File: src/clamped_pid_controller_assert.svh
// ----------------------------------------------------------------------------
// clamped_pid_controller_assert.svh
// Assertion macros used by the clamped PID controller RTL.
// ----------------------------------------------------------------------------
`ifndef CLAMPED_PID_CONTROLLER_ASSERT_SVH
`define CLAMPED_PID_CONTROLLER_ASSERT_SVH

// Check a consequent in the same cycle as its antecedent.
`define CPID_ASSERT_SAME(name, ante, cons, msg) \
   name: assert property (@(posedge clock) disable iff (reset) (ante) |-> (cons)) \
      else $error(msg);

// Check a consequent in the cycle after its antecedent.
`define CPID_ASSERT_NEXT(name, ante, cons, msg) \
   name: assert property (@(posedge clock) disable iff (reset) (ante) |=> (cons)) \
      else $error(msg);

`endif

File: src/cpid_pkg.sv
// ----------------------------------------------------------------------------
// cpid_pkg
// Widths, register indexes, command codes and shared types of the clamped
// PID controller.
// ----------------------------------------------------------------------------
package cpid_pkg;

   // Fixed-point format of the gains and of the integral accumulator
   localparam int FRAC_BITS = 8;

   // Field widths
   localparam int DATA_W    = 16;
   localparam int GAIN_W    = 16;
   localparam int PER_W     = 10;
   localparam int LIM_W     = 16;
   localparam int CSR_IDX_W = 3;
   localparam int CSR_DATA_W = 16;

   // Derived datapath widths
   localparam int ERR_W     = DATA_W + 1;
   localparam int DIFF_W    = ERR_W + 1;
   localparam int TERM_W    = LIM_W + 1;
   localparam int SUM_W     = TERM_W + 2;
   localparam int MUL_A_W   = GAIN_W + DIFF_W;
   localparam int MUL_B_W   = DIFF_W;
   localparam int PROD_W    = MUL_A_W + PER_W + 1;
   localparam int DIV_W     = PROD_W - 1;
   localparam int DIV_RADIX_BITS = 2;
   localparam int DIV_STEPS = DIV_W / DIV_RADIX_BITS;
   localparam int DIV_CNT_W = $clog2(DIV_STEPS + 1);
   localparam int INC_W     = ERR_W + GAIN_W;
   localparam int ACC_W     = ERR_W + FRAC_BITS;
   localparam int ACC_SUM_W = INC_W + 2;

   // Milliseconds per second, used in integral and derivative scaling
   localparam logic [PER_W-1:0] MS_PER_S = 10'd1000;

   // Reset values of the control registers
   localparam logic [GAIN_W-1:0] RST_GAIN       = 16'd0;
   localparam logic [PER_W-1:0]  RST_PERIOD     = 10'd10;
   localparam logic [LIM_W-1:0]  RST_TERM_LIMIT = 16'd99;
   localparam logic [DATA_W-1:0] RST_DRIVE_MAX  = 16'd99;
   localparam logic [DATA_W-1:0] RST_DRIVE_MIN  = 16'd0;

   // Control register indexes
   localparam logic [CSR_IDX_W-1:0] CSR_GAIN_P     = 3'd0;
   localparam logic [CSR_IDX_W-1:0] CSR_GAIN_I     = 3'd1;
   localparam logic [CSR_IDX_W-1:0] CSR_GAIN_D     = 3'd2;
   localparam logic [CSR_IDX_W-1:0] CSR_PERIOD     = 3'd3;
   localparam logic [CSR_IDX_W-1:0] CSR_TERM_LIMIT = 3'd4;
   localparam logic [CSR_IDX_W-1:0] CSR_DRIVE_MAX  = 3'd5;
   localparam logic [CSR_IDX_W-1:0] CSR_DRIVE_MIN  = 3'd6;

   // Shared multiplier operations
   typedef logic [2:0] mul_op_type;
   localparam mul_op_type MUL_NONE = 3'd0;
   localparam mul_op_type MUL_P    = 3'd1;
   localparam mul_op_type MUL_I1   = 3'd2;
   localparam mul_op_type MUL_I2   = 3'd3;
   localparam mul_op_type MUL_D1   = 3'd4;
   localparam mul_op_type MUL_D2   = 3'd5;

   typedef struct packed {
      logic signed [GAIN_W-1:0] gain_p;
      logic signed [GAIN_W-1:0] gain_i;
      logic signed [GAIN_W-1:0] gain_d;
      logic [PER_W-1:0]         period_ms;
      logic [LIM_W-1:0]         term_limit;
      logic [DATA_W-1:0]        drive_max;
      logic [DATA_W-1:0]        drive_min;
   } cfg_type;

   typedef struct packed {
      logic       load;
      mul_op_type mul_op;
      logic       div_start;
      logic       div_sel_d;
      logic       p_store;
      logic       i_store;
      logic       d_store;
      logic       out_load;
   } cmd_type;

   typedef struct packed {
      logic div_busy;
   } status_type;

endpackage

File: src/cpid_ctrl.sv
// ----------------------------------------------------------------------------
// cpid_ctrl
// Sequencer of the clamped PID controller: steps the shared multiplier and
// divider through one sample and owns the handshake state.
// ----------------------------------------------------------------------------
module cpid_ctrl (
   input  logic                 clock,
   input  logic                 reset,
   input  logic                 req_valid,
   output logic                 req_stall,
   output logic                 rsp_valid,
   input  logic                 rsp_stall,
   input  cpid_pkg::status_type status,
   output cpid_pkg::cmd_type    cmd
);

   localparam logic [3:0] ST_IDLE   = 4'd0;
   localparam logic [3:0] ST_MUL_P  = 4'd1;
   localparam logic [3:0] ST_MUL_I1 = 4'd2;
   localparam logic [3:0] ST_MUL_I2 = 4'd3;
   localparam logic [3:0] ST_DIV_I  = 4'd4;
   localparam logic [3:0] ST_MUL_D2 = 4'd5;
   localparam logic [3:0] ST_WAIT_I = 4'd6;
   localparam logic [3:0] ST_WAIT_D = 4'd7;
   localparam logic [3:0] ST_FINISH = 4'd8;

   logic [3:0] state_ff;
   logic [3:0] state_in;
   logic       rsp_valid_ff;
   logic       rsp_valid_in;
   logic       out_free;

   // Output register can take a new result
   assign out_free  = !rsp_valid_ff || !rsp_stall;
   assign req_stall = (state_ff != ST_IDLE);
   assign rsp_valid = rsp_valid_ff;

   // Sequence one sample
   always_comb begin
      cmd        = '0;
      cmd.mul_op = cpid_pkg::MUL_NONE;
      state_in   = state_ff;
      case (state_ff)
         ST_IDLE: begin
            if (req_valid) begin
               cmd.load = 1'b1;
               state_in = ST_MUL_P;
            end
         end
         ST_MUL_P: begin
            cmd.mul_op = cpid_pkg::MUL_P;
            state_in   = ST_MUL_I1;
         end
         ST_MUL_I1: begin
            cmd.mul_op  = cpid_pkg::MUL_I1;
            cmd.p_store = 1'b1;
            state_in    = ST_MUL_I2;
         end
         ST_MUL_I2: begin
            cmd.mul_op = cpid_pkg::MUL_I2;
            state_in   = ST_DIV_I;
         end
         ST_DIV_I: begin
            // Launch the integral divide and start the derivative product
            cmd.div_start = 1'b1;
            cmd.mul_op    = cpid_pkg::MUL_D1;
            state_in      = ST_MUL_D2;
         end
         ST_MUL_D2: begin
            cmd.mul_op = cpid_pkg::MUL_D2;
            state_in   = ST_WAIT_I;
         end
         ST_WAIT_I: begin
            if (!status.div_busy) begin
               cmd.i_store   = 1'b1;
               cmd.div_start = 1'b1;
               cmd.div_sel_d = 1'b1;
               state_in      = ST_WAIT_D;
            end
         end
         ST_WAIT_D: begin
            if (!status.div_busy) begin
               cmd.d_store = 1'b1;
               state_in    = ST_FINISH;
            end
         end
         ST_FINISH: begin
            // Hold until the previous result has left
            if (out_free) begin
               cmd.out_load = 1'b1;
               state_in     = ST_IDLE;
            end
         end
         default: begin
            state_in = ST_IDLE;
         end
      endcase
   end

   // Track the output register
   always_comb begin
      rsp_valid_in = rsp_valid_ff;
      if (cmd.out_load) begin
         rsp_valid_in = 1'b1;
      end else if (!rsp_stall) begin
         rsp_valid_in = 1'b0;
      end
   end

   always_ff @(posedge clock) begin
      if (reset) begin
         state_ff     <= ST_IDLE;
         rsp_valid_ff <= 1'b0;
      end else begin
         state_ff     <= state_in;
         rsp_valid_ff <= rsp_valid_in;
      end
   end

endmodule

File: src/cpid_datapath.sv
// ----------------------------------------------------------------------------
// cpid_datapath
// Datapath of the clamped PID controller: error capture, one shared
// multiplier, a radix-4 restoring divider, term clamps and the output sum.
// ----------------------------------------------------------------------------
module cpid_datapath (
   input  logic                        clock,
   input  logic                        reset,
   input  cpid_pkg::cfg_type           cfg,
   input  cpid_pkg::cmd_type           cmd,
   output cpid_pkg::status_type        status,
   input  logic [cpid_pkg::DATA_W-1:0] req_target,
   input  logic [cpid_pkg::DATA_W-1:0] req_measured,
   output logic [cpid_pkg::DATA_W-1:0] rsp_drive
);

   localparam int ERR_W     = cpid_pkg::ERR_W;
   localparam int DIFF_W    = cpid_pkg::DIFF_W;
   localparam int TERM_W    = cpid_pkg::TERM_W;
   localparam int LIM_W     = cpid_pkg::LIM_W;
   localparam int PER_W     = cpid_pkg::PER_W;
   localparam int PROD_W    = cpid_pkg::PROD_W;
   localparam int DIV_W     = cpid_pkg::DIV_W;
   localparam int ACC_W     = cpid_pkg::ACC_W;
   localparam int ACC_SUM_W = cpid_pkg::ACC_SUM_W;
   localparam int SUM_W     = cpid_pkg::SUM_W;
   localparam int DATA_W    = cpid_pkg::DATA_W;
   localparam int GAIN_W    = cpid_pkg::GAIN_W;
   localparam int MUL_A_W   = cpid_pkg::MUL_A_W;
   localparam int MUL_B_W   = cpid_pkg::MUL_B_W;
   localparam int CNT_W     = cpid_pkg::DIV_CNT_W;
   localparam int FRAC      = cpid_pkg::FRAC_BITS;

   // Limit a magnitude to the term limit
   function automatic logic [LIM_W-1:0] clamp_mag(input logic [PROD_W-1:0] mag,
                                                  input logic [LIM_W-1:0]  lim);
      logic [LIM_W-1:0] res;
      if (mag > PROD_W'(lim)) begin
         res = lim;
      end else begin
         res = mag[LIM_W-1:0];
      end
      return res;
   endfunction

   // Reapply the sign to a clamped magnitude
   function automatic logic signed [TERM_W-1:0] signed_term(input logic [LIM_W-1:0] mag,
                                                            input logic neg);
      logic signed [TERM_W-1:0] res;
      res = $signed({1'b0, mag});
      if (neg) begin
         res = -res;
      end
      return res;
   endfunction

   // Sample registers
   logic signed [ERR_W-1:0]  error_ff, error_in, prev_error_ff, prev_error_in;
   logic signed [DIFF_W-1:0] diff_ff, diff_in;
   logic signed [ERR_W-1:0]  error_new;
   logic signed [DIFF_W-1:0] diff_new;

   // Multiplier
   logic signed [MUL_A_W-1:0]         mul_a;
   logic signed [MUL_B_W-1:0]         mul_b;
   logic signed [MUL_A_W+MUL_B_W-1:0] mul_full;
   logic signed [PROD_W-1:0]          prod_ff, prod_in;
   logic                              prod_neg;
   logic [PROD_W-1:0]                 prod_mag, prod_shift;
   logic [PER_W-1:0]                  per_eff;

   // Divider
   logic [DIV_W-1:0] quo_ff, quo_in, step_quo;
   logic [PER_W-1:0] rem_ff, rem_in, step_rem;
   logic [PER_W-1:0] divisor_ff, divisor_in;
   logic [PER_W:0]   trial;
   logic [CNT_W-1:0] div_cnt_ff, div_cnt_in;
   logic             div_busy_ff, div_busy_in;
   logic             div_neg_ff, div_neg_in;

   // Terms and accumulator
   logic signed [TERM_W-1:0]    p_term_ff, p_term_in, d_term_ff, d_term_in, i_term;
   logic signed [ACC_W-1:0]     acc_ff, acc_in;
   logic [ACC_W-1:0]            acc_mag;
   logic signed [ACC_SUM_W-1:0] inc_val, acc_sum, acc_lim, acc_clamped;

   // Output sum
   logic signed [SUM_W-1:0] total, upper, lower, drive_max_s, drive_min_s;
   logic [DATA_W-1:0]       drive_ff, drive_in;

   // Form the error and its change from the last sample
   assign error_new = $signed({1'b0, req_target}) - $signed({1'b0, req_measured});
   assign diff_new  = $signed({error_new[ERR_W-1], error_new})
                    - $signed({prev_error_ff[ERR_W-1], prev_error_ff});

   always_comb begin
      error_in      = error_ff;
      diff_in       = diff_ff;
      prev_error_in = prev_error_ff;
      if (cmd.load) begin
         error_in      = error_new;
         diff_in       = diff_new;
         prev_error_in = error_new;
      end
   end

   // A zero period counts as one
   assign per_eff = (cfg.period_ms == '0) ? PER_W'(1) : cfg.period_ms;

   // Select the multiplier operands
   always_comb begin
      mul_a = '0;
      mul_b = '0;
      case (cmd.mul_op)
         cpid_pkg::MUL_P: begin
            mul_a = {{(MUL_A_W-GAIN_W){cfg.gain_p[GAIN_W-1]}}, cfg.gain_p};
            mul_b = {error_ff[ERR_W-1], error_ff};
         end
         cpid_pkg::MUL_I1: begin
            mul_a = {{(MUL_A_W-GAIN_W){cfg.gain_i[GAIN_W-1]}}, cfg.gain_i};
            mul_b = {error_ff[ERR_W-1], error_ff};
         end
         cpid_pkg::MUL_I2: begin
            mul_a = prod_ff[MUL_A_W-1:0];
            mul_b = {{(MUL_B_W-PER_W){1'b0}}, per_eff};
         end
         cpid_pkg::MUL_D1: begin
            mul_a = {{(MUL_A_W-GAIN_W){cfg.gain_d[GAIN_W-1]}}, cfg.gain_d};
            mul_b = diff_ff;
         end
         cpid_pkg::MUL_D2: begin
            mul_a = prod_ff[MUL_A_W-1:0];
            mul_b = {{(MUL_B_W-PER_W){1'b0}}, cpid_pkg::MS_PER_S};
         end
         default: begin
            mul_a = '0;
            mul_b = '0;
         end
      endcase
   end

   assign mul_full = mul_a * mul_b;
   assign prod_in  = (cmd.mul_op != cpid_pkg::MUL_NONE) ? mul_full[PROD_W-1:0] : prod_ff;

   // Split the product into sign and magnitude
   assign prod_neg   = prod_ff[PROD_W-1];
   assign prod_mag   = prod_neg ? PROD_W'(-prod_ff) : prod_ff;
   assign prod_shift = prod_mag >> FRAC;

   // Two restoring divide steps per cycle
   always_comb begin
      step_rem = rem_ff;
      step_quo = quo_ff;
      trial    = '0;
      for (int k = 0; k < cpid_pkg::DIV_RADIX_BITS; k++) begin
         trial    = {step_rem, step_quo[DIV_W-1]};
         step_quo = {step_quo[DIV_W-2:0], 1'b0};
         if (trial >= {1'b0, divisor_ff}) begin
            trial       = trial - {1'b0, divisor_ff};
            step_quo[0] = 1'b1;
         end
         step_rem = trial[PER_W-1:0];
      end
   end

   // Load or advance the divider
   always_comb begin
      quo_in      = quo_ff;
      rem_in      = rem_ff;
      divisor_in  = divisor_ff;
      div_neg_in  = div_neg_ff;
      div_cnt_in  = div_cnt_ff;
      div_busy_in = div_busy_ff;
      if (cmd.div_start) begin
         quo_in      = cmd.div_sel_d ? prod_shift[DIV_W-1:0] : prod_mag[DIV_W-1:0];
         divisor_in  = cmd.div_sel_d ? per_eff : cpid_pkg::MS_PER_S;
         rem_in      = '0;
         div_neg_in  = prod_neg;
         div_cnt_in  = CNT_W'(cpid_pkg::DIV_STEPS);
         div_busy_in = 1'b1;
      end else if (div_busy_ff) begin
         quo_in      = step_quo;
         rem_in      = step_rem;
         div_cnt_in  = div_cnt_ff - CNT_W'(1);
         div_busy_in = (div_cnt_ff != CNT_W'(1));
      end
   end

   assign status.div_busy = div_busy_ff;

   // Update the integral and clamp it to the scaled term limit
   always_comb begin
      inc_val = $signed({2'b00, quo_ff[cpid_pkg::INC_W-1:0]});
      if (div_neg_ff) begin
         inc_val = -inc_val;
      end
      acc_sum = $signed({{(ACC_SUM_W-ACC_W){acc_ff[ACC_W-1]}}, acc_ff}) + inc_val;
      acc_lim = $signed({{(ACC_SUM_W-LIM_W-FRAC){1'b0}}, cfg.term_limit, {FRAC{1'b0}}});
      if (acc_sum > acc_lim) begin
         acc_clamped = acc_lim;
      end else if (acc_sum < -acc_lim) begin
         acc_clamped = -acc_lim;
      end else begin
         acc_clamped = acc_sum;
      end
      acc_in = cmd.i_store ? acc_clamped[ACC_W-1:0] : acc_ff;
   end

   // Integral term, truncated toward zero
   assign acc_mag = acc_ff[ACC_W-1] ? ACC_W'(-acc_ff) : acc_ff;
   assign i_term  = signed_term(acc_mag[FRAC+LIM_W-1:FRAC], acc_ff[ACC_W-1]);

   // Clamp the proportional and derivative terms
   assign p_term_in = cmd.p_store ? signed_term(clamp_mag(prod_shift, cfg.term_limit), prod_neg)
                                  : p_term_ff;
   assign d_term_in = cmd.d_store ? signed_term(clamp_mag({1'b0, quo_ff}, cfg.term_limit),
                                                div_neg_ff)
                                  : d_term_ff;

   // Sum the terms, clamp to the upper bound and then the lower one
   always_comb begin
      drive_max_s = $signed({{(SUM_W-DATA_W){1'b0}}, cfg.drive_max});
      drive_min_s = $signed({{(SUM_W-DATA_W){1'b0}}, cfg.drive_min});
      total = SUM_W'(p_term_ff) + SUM_W'(i_term) + SUM_W'(d_term_ff);
      upper = (total > drive_max_s) ? drive_max_s : total;
      lower = (upper < drive_min_s) ? drive_min_s : upper;
      drive_in = cmd.out_load ? lower[DATA_W-1:0] : drive_ff;
   end

   assign rsp_drive = drive_ff;

   // Controller state held across samples
   always_ff @(posedge clock) begin
      if (reset) begin
         prev_error_ff <= '0;
         acc_ff        <= '0;
         div_busy_ff   <= 1'b0;
         div_cnt_ff    <= '0;
      end else begin
         prev_error_ff <= prev_error_in;
         acc_ff        <= acc_in;
         div_busy_ff   <= div_busy_in;
         div_cnt_ff    <= div_cnt_in;
      end
   end

   // Working registers
   always_ff @(posedge clock) begin
      error_ff   <= error_in;
      diff_ff    <= diff_in;
      prod_ff    <= prod_in;
      quo_ff     <= quo_in;
      rem_ff     <= rem_in;
      divisor_ff <= divisor_in;
      div_neg_ff <= div_neg_in;
      p_term_ff  <= p_term_in;
      d_term_ff  <= d_term_in;
      drive_ff   <= drive_in;
   end

endmodule

File: src/clamped_pid_controller.sv
// ----------------------------------------------------------------------------
// clamped_pid_controller
// Fixed-point PID controller with clamped P, I and D terms and drive limits.
//
// A sample (req_target, req_measured) is taken when req_valid is high and
// req_stall is low. One drive value comes back on rsp_drive, qualified by
// rsp_valid, and leaves when rsp_stall is low.
// Each sample takes two passes of the shared radix-4 divider (the integral
// scaling by 1000 and the derivative scaling by the period), with the P and
// integral multiplies ahead of the first pass, the derivative multiplies
// beside it, and stores of the integral, the derivative and the drive.
// req_stall is high from acceptance until the result is in the output
// register. A finished result waits there while the next sample is worked
// on; if that one finishes before the receiver takes the first, the block
// holds it and keeps req_stall high.
// Registers are written through csr_write, csr_index and csr_data; the user
// must write them only while no transaction is in flight, which the block
// itself leaves unchecked. Index 7 is ignored.
// Synchronous reset restores the register defaults and clears the integral,
// the previous error and both handshakes.
// ----------------------------------------------------------------------------
`include "clamped_pid_controller_assert.svh"

module clamped_pid_controller (
   input  logic                            clock,
   input  logic                            reset,
   input  logic                            req_valid,
   output logic                            req_stall,
   input  logic [cpid_pkg::DATA_W-1:0]     req_target,
   input  logic [cpid_pkg::DATA_W-1:0]     req_measured,
   output logic                            rsp_valid,
   input  logic                            rsp_stall,
   output logic [cpid_pkg::DATA_W-1:0]     rsp_drive,
   input  logic                            csr_write,
   input  logic [cpid_pkg::CSR_IDX_W-1:0]  csr_index,
   input  logic [cpid_pkg::CSR_DATA_W-1:0] csr_data
);

   cpid_pkg::cfg_type    cfg_ff;
   cpid_pkg::cfg_type    cfg_in;
   cpid_pkg::cmd_type    cmd;
   cpid_pkg::status_type status;

   // Drive limits from the previous cycle, for the drive range checks
   logic [cpid_pkg::DATA_W-1:0] chk_min_ff, chk_max_ff;
   logic                        load_ordered, load_crossed;
   logic                        drive_in_lim, drive_at_min;

   // Decode register writes
   always_comb begin
      cfg_in = cfg_ff;
      if (csr_write) begin
         case (csr_index)
            cpid_pkg::CSR_GAIN_P:     cfg_in.gain_p     = csr_data;
            cpid_pkg::CSR_GAIN_I:     cfg_in.gain_i     = csr_data;
            cpid_pkg::CSR_GAIN_D:     cfg_in.gain_d     = csr_data;
            cpid_pkg::CSR_PERIOD:     cfg_in.period_ms  = csr_data[cpid_pkg::PER_W-1:0];
            cpid_pkg::CSR_TERM_LIMIT: cfg_in.term_limit = csr_data;
            cpid_pkg::CSR_DRIVE_MAX:  cfg_in.drive_max  = csr_data;
            cpid_pkg::CSR_DRIVE_MIN:  cfg_in.drive_min  = csr_data;
            default: begin
               cfg_in = cfg_ff;
            end
         endcase
      end
   end

   always_ff @(posedge clock) begin
      if (reset) begin
         cfg_ff.gain_p     <= cpid_pkg::RST_GAIN;
         cfg_ff.gain_i     <= cpid_pkg::RST_GAIN;
         cfg_ff.gain_d     <= cpid_pkg::RST_GAIN;
         cfg_ff.period_ms  <= cpid_pkg::RST_PERIOD;
         cfg_ff.term_limit <= cpid_pkg::RST_TERM_LIMIT;
         cfg_ff.drive_max  <= cpid_pkg::RST_DRIVE_MAX;
         cfg_ff.drive_min  <= cpid_pkg::RST_DRIVE_MIN;
      end else begin
         cfg_ff <= cfg_in;
      end
   end

   cpid_ctrl u_ctrl (
      .clock     (clock),
      .reset     (reset),
      .req_valid (req_valid),
      .req_stall (req_stall),
      .rsp_valid (rsp_valid),
      .rsp_stall (rsp_stall),
      .status    (status),
      .cmd       (cmd)
   );

   cpid_datapath u_datapath (
      .clock        (clock),
      .reset        (reset),
      .cfg          (cfg_ff),
      .cmd          (cmd),
      .status       (status),
      .req_target   (req_target),
      .req_measured (req_measured),
      .rsp_drive    (rsp_drive)
   );

   // Hold the limits seen at the output load for the next-cycle checks
   always_ff @(posedge clock) begin
      chk_min_ff <= cfg_ff.drive_min;
      chk_max_ff <= cfg_ff.drive_max;
   end

   assign load_ordered = cmd.out_load && (cfg_ff.drive_min <= cfg_ff.drive_max);
   assign load_crossed = cmd.out_load && (cfg_ff.drive_min > cfg_ff.drive_max);
   assign drive_in_lim = (rsp_drive >= chk_min_ff) && (rsp_drive <= chk_max_ff);
   assign drive_at_min = (rsp_drive == chk_min_ff);

   // Divider is never relaunched mid-divide
   `CPID_ASSERT_SAME(a_div_start_idle, cmd.div_start, !status.div_busy, "divider restarted while busy")

   // A waiting result is never overwritten
   `CPID_ASSERT_SAME(a_out_no_overwrite, cmd.out_load, !rsp_valid || !rsp_stall, "result overwritten")

   // With ordered limits the drive lands inside them
   `CPID_ASSERT_NEXT(a_drive_in_range, load_ordered, drive_in_lim, "drive outside limits")

   // With crossed limits the lower limit wins
   `CPID_ASSERT_NEXT(a_drive_crossed, load_crossed, drive_at_min, "crossed limits not resolved")

endmodule

File: config.mk
export PLATFORM = sky130hd
export DESIGN_NAME = clamped_pid_controller
export DESIGN_NICKNAME = d
export VERILOG_FILES = /design/src/cpid_pkg.sv /design/src/cpid_ctrl.sv /design/src/cpid_datapath.sv /design/src/clamped_pid_controller.sv
export VERILOG_INCLUDE_DIRS = /design/src /design/src/src
export SDC_FILE = /design/constraint.sdc
export NUM_CORES = 2
export LEC_CHECK = 0
export ABC_AREA = 0
export CAP_MARGIN = 20
export CORE_ASPECT_RATIO = 0.5
export CORE_MARGIN = 3
export CORE_UTILIZATION = 55
export DETAILED_ROUTE_END_ITERATION = 8
export DONT_BUFFER_PORTS = 1
export PLACE_DENSITY = 0.74
export SYNTH_ARGS = -nofsm -noshare
export SYNTH_HDL_FRONTEND = slang
export SYNTH_SLANG_ARGS = --single-unit
File: constraint.sdc
create_clock -name clock -period 10.25 [get_ports clock]
set_input_delay 1.025 -clock clock [delete_from_list [all_inputs] [get_ports clock]]
set_output_delay 1.025 -clock clock [all_outputs]
set_load 0.02 [all_outputs]
==> results.txt <==
Among all flip-flop cells after synthesis, the most frequent one is sky130_fd_sc_hd__edfxtp_1. STA classifies the critical path startpoint as a flip-flop. The critical path runs through a total of 27 cells.

The number of flops mapped to enable cells by yosys came out at 185. The type of element capturing the critical path is a flip-flop. The fraction of final layout cells with drive strength greater than 1 came out at 4.15%. The fraction of the core area covered by cells at the end of the flow came out at roughly three fifths. The buffers inserted during post-CTS setup optimization came out at 0. Routability-driven placement finished with a final weighted congestion of 0.995.

The total of fill cells in the finished design is 6715. The smallest setup slack after layout is 0.930 ns. The proportion of synthesized flip-flops having asynchronous set or reset is 0%. The combined flip-flop and latch cell area is 8940 µm².

The distinct cell type count after synthesis came out at 79. At the worst endpoint, the arrival time is 9.62 ns. The clock latency on the worst-skew pair is about 0.57 ns. The max-slew violation count came out at 0. In the final layout, the multi-input gates occupy 31400 µm². In this run the tool buffered the top-level ports with 0 buffer cells.

The setup TNS after final layout came out at 0 ns. The placed wire-length estimate is 102 mm. The run finished with clean final reports.

The longest clock path from root to sink contains 3 buffers. The final layout net count came out at 6036. The post-detailed-route via-to-cell ratio is 6.00. The core region is 78500 µm². The critical path in this run is classified as flip-flop to flip-flop. The die width is 407 µm. The global-route track usage on met3 is 7.09%.

The mapped netlist covers roughly 44000 µm². The delay of the slowest cell on the worst path is between 0.6 and 0.7 ns. Setup repair after global routing left no endpoint under its margin. In this run the critical register-to-register path is launched from u_ctrl.state_ff[3].

The count of synthesis-stage warnings from yosys came out at 0. Global routing consumed, on the met2 layer, 49.5% of the routing resources. The cell occurring most often along the worst timing path is sky130_fd_sc_hd__fa_1. The number of gates resized after CTS was 0. The first-pass iteration count of the detailed router is 8. For this block, the initial DRC count from the detailed router was 4005. Across the VDD grid, the largest voltage drop is around 0.00013 V.

After layout, the worst path uses 90.9% of the clock period. The first global-routing pass estimated 207 mm of wire. The number of antenna violations at the first check in global routing came out at 3.

From bottom edge to top edge, the die measures 207 µm. The fraction of met1 tracks used by global routing is 41.3%. The number of standard-cell rows in the floorplan is 72. Counting the buffers created by CTS gives 38. TritonCTS built the clock tree. The data required time of the worst path came out at ~11 ns. sky130_fd_sc_hd__nand2_1 is the most common cell in the netlist.

The number of ports placed on the die boundary came out at 74. After synthesis, the most frequently instantiated cells are 928 x sky130_fd_sc_hd__nand2_1, 816 x sky130_fd_sc_hd__inv_1, 544 x sky130_fd_sc_hd__fa_1, 334 x sky130_fd_sc_hd__ha_1, 314 x sky130_fd_sc_hd__nor2_1. In this run the biggest area consumer among cell types represents 24.6% of the synthesized area.

The cell taking the most area after synthesis is sky130_fd_sc_hd__fa_1. Yosys attributes the largest share of cell area to sky130_fd_sc_hd__fa_1 25%, sky130_fd_sc_hd__edfxtp_1 13%, sky130_fd_sc_hd__ha_1 9.4%, sky130_fd_sc_hd__nand2_1 7.9%, sky130_fd_sc_hd__dfxtp_1 7.6%. The most critical setup path has its startpoint at u_ctrl.state_ff[3]. For the pin with the worst max-slew slack, the measured transition is 1.16 ns. The highest-delay cell along the critical path is sky130_fd_sc_hd__and2_2. The worst path in the final design needs a cycle of 9.32 ns, including I/O delays and setup. Entering global routing, the biggest net connects 156 pins.

The busiest layer in global routing is met2. Dividing total power by cell area gives a power density of 159 nW/µm². The total number of vias is approximately 37000. The number of max-cap violations came out at 0. The hold slack is ~0.45 ns. Dividing the synthesized area by the synthesized cell count gives 8.45 µm². The total leakage power came out at around 21 nW. Synthesis produced a netlist whose cell count is 5234. The overall power of the completed layout is 7.40 mW. The global routing usage summed across all routing layers came out at 31.2%.

The startpoint identified for the worst hold timing path is u_datapath.prev_error_ff[5]. The relative slew slack came out at roughly 22%. The class of the worst hold path is flip-flop to flip-flop.

In this design, the largest share of critical-path delay is due to adder cells. The worst slack at placement is 1.04 ns. The count of endpoints failing hold in the final timing report is 0.

The clock drives 354 sinks. Between clock sinks in the finished design, the worst skew comes to 0.0206 ns. The leftover overflow at the end of global routing is 0. The area overhead of the layout relative to synthesis came out at 5.41%. The length in cells of the worst reg-to-reg path came out at 27. The post-synth net total is 6168.

In this run, post-CTS hold repair placed 0 buffers. The overall die area came out at 84100 µm². The critical path contains buffers and inverters numbering 2 combined.

The initial core utilization is 56.4%. The remaining antenna violation count after routing came out at 0. After detailed routing, the total wire length is 131 mm.

CTS built an H-tree with a depth of 2. The sequential-to-total area share from yosys stat is 20.2%. Setup violations remaining at the end of the flow were counted as 0. The clock-pin slew reported for the worst setup and hold paths after clock tree synthesis is 0.06 ns.

The highest clock frequency the design can meet came out at 107 MHz. The number of flip-flops and latches in the synthesized netlist is about 350. The number of global-route vias before repair is ~37000. The biggest fanout along the worst timing path is 29. The count of cells along the worst hold path came out at 2. The number of design rule violations left after detail routing is 0.

The detail-routed net length per standard cell is 21.1 µm. The root buffer cell chosen for the clock tree is sky130_fd_sc_hd__clkbuf_16.
==> layout make-up <==
cell class / instances / share of cell area, %
Sequential cell: 354 / 19.2
Inverter: 820 / 6.60
Clock buffer: 47 / 2.29
Antenna cell: 2 / 0.0107
Tap cell: 1073 / 2.88
Multi-Input combinational cell: 3821 / 67.3
Timing Repair Buffer: 67 / 1.10
Clock inverter: 22 / 0.671
==> flip-flops by register name, summed over array words and instances (netlist names), 4 cells and up <==
name / count
cfg_ff: 106
u_ctrl.state_ff: 4
u_datapath.acc_ff: 25
u_datapath.d_term_ff: 17
u_datapath.diff_ff: 18
u_datapath.div_cnt_ff: 5
u_datapath.divisor_ff: 10
u_datapath.error_ff: 17
u_datapath.p_term_ff: 17
u_datapath.prev_error_ff: 17
u_datapath.prod_ff: 45
u_datapath.quo_ff: 44
u_datapath.rem_ff: 10
u_datapath.rsp_drive: 16
==> stage by stage <==
| step | std cells | cell area [µm²] |
|---|---|---|
| 6_report | 6206 | 46600 |
| 5_1_grt | 6204 | 46600 |
| 4_1_cts | 6200 | 46600 |
| 3_5_place_dp | 6131 | 45200 |
| 3_3_place_gp | 6131 | 45200 |
| 2_1_floorplan | 5234 | 44200 |
==> tightest hold or removal path, delay by kind of cell, from the launching register on <==
family / cells / cell delay, ns
compound gates: 1 / 0.05
flops: 1 / 0.31
simple gates: 1 / 0.05
==> layer usage <==
metal / share of wire (%) / up-vias
met2: 44 / 2061
met5: 0.014 / -
met1: 40 / 18100
met3: 11 / 408
li1: - / 16700
met4: 4.9 / 2
==> power by group <==
group / internal [mW] / total (mW) / leakage (nW) / switching (mW)
registers: 1.76 / 2.01 / 3.10 / 0.244
logic: 1.46 / 3.84 / 17.2 / 2.38
clock network: 0.925 / 1.55 / 0.685 / 0.628
==> final timing paths <==
| check | to | slack [ns] |
|---|---|---|
| hold / removal | u_datapath.prev_error_ff[5] | 0.45 |
| hold reg to reg | u_datapath.prev_error_ff[5] | 0.45 |
| setup reg to reg | u_datapath.prod_ff[44] | 0.93 |
| setup / recovery | u_datapath.prod_ff[44] | 0.93 |
==> placed cells by master, fill, tap and decap left out, types with 18 or more instances in the layout <==
| cell | netlist | final |
|---|---|---|
| sky130_fd_sc_hd__inv_1 | 816 | 816 |
| sky130_fd_sc_hd__or3_1 | 27 | 26 |
| sky130_fd_sc_hd__nand2b_1 | 55 | 55 |
| sky130_fd_sc_hd__nor4_1 | 32 | 32 |
| sky130_fd_sc_hd__nand3b_1 | 19 | 19 |
| sky130_fd_sc_hd__nand3_1 | 58 | 58 |
| sky130_fd_sc_hd__dfxtp_1 | 169 | 169 |
| sky130_fd_sc_hd__nor2_1 | 314 | 312 |
| sky130_fd_sc_hd__o31ai_1 | 32 | 32 |
| sky130_fd_sc_hd__nand2_1 | 928 | 928 |
| sky130_fd_sc_hd__edfxtp_1 | 185 | 185 |
| sky130_fd_sc_hd__o21ai_0 | 219 | 218 |
| sky130_fd_sc_hd__a31oi_1 | 19 | 18 |
| sky130_fd_sc_hd__a211oi_1 | 30 | 30 |
| sky130_fd_sc_hd__buf_4 | 1 | 65 |
| sky130_fd_sc_hd__a21o_1 | 83 | 82 |
| sky130_fd_sc_hd__clkbuf_16 | 0 | 40 |
| sky130_fd_sc_hd__and2_1 | 38 | 37 |
| sky130_fd_sc_hd__mux2i_1 | 33 | 33 |
| sky130_fd_sc_hd__mux2_2 | 34 | 34 |
| sky130_fd_sc_hd__xnor2_1 | 215 | 215 |
| sky130_fd_sc_hd__xor2_1 | 67 | 67 |
| sky130_fd_sc_hd__a21oi_1 | 309 | 309 |
| sky130_fd_sc_hd__nor3_1 | 45 | 43 |
| sky130_fd_sc_hd__nand4_1 | 41 | 41 |
| sky130_fd_sc_hd__ha_1 | 334 | 334 |
| sky130_fd_sc_hd__nor2b_1 | 79 | 79 |
| sky130_fd_sc_hd__o21a_1 | 32 | 32 |
| sky130_fd_sc_hd__fa_1 | 544 | 544 |
==> cells by family after synthesis <==
kind of cell	synth area share (%)
AOI/OAI and AO/OA	12.5
xor gates and xnor gates	5.58
adders and majority gates	34.1
buffers and inverters	9.03
DFF	20.2
muxes	1.61
and+or+nand+nor	17.0
Note: power is estimated with default switching activity, not from simulation.
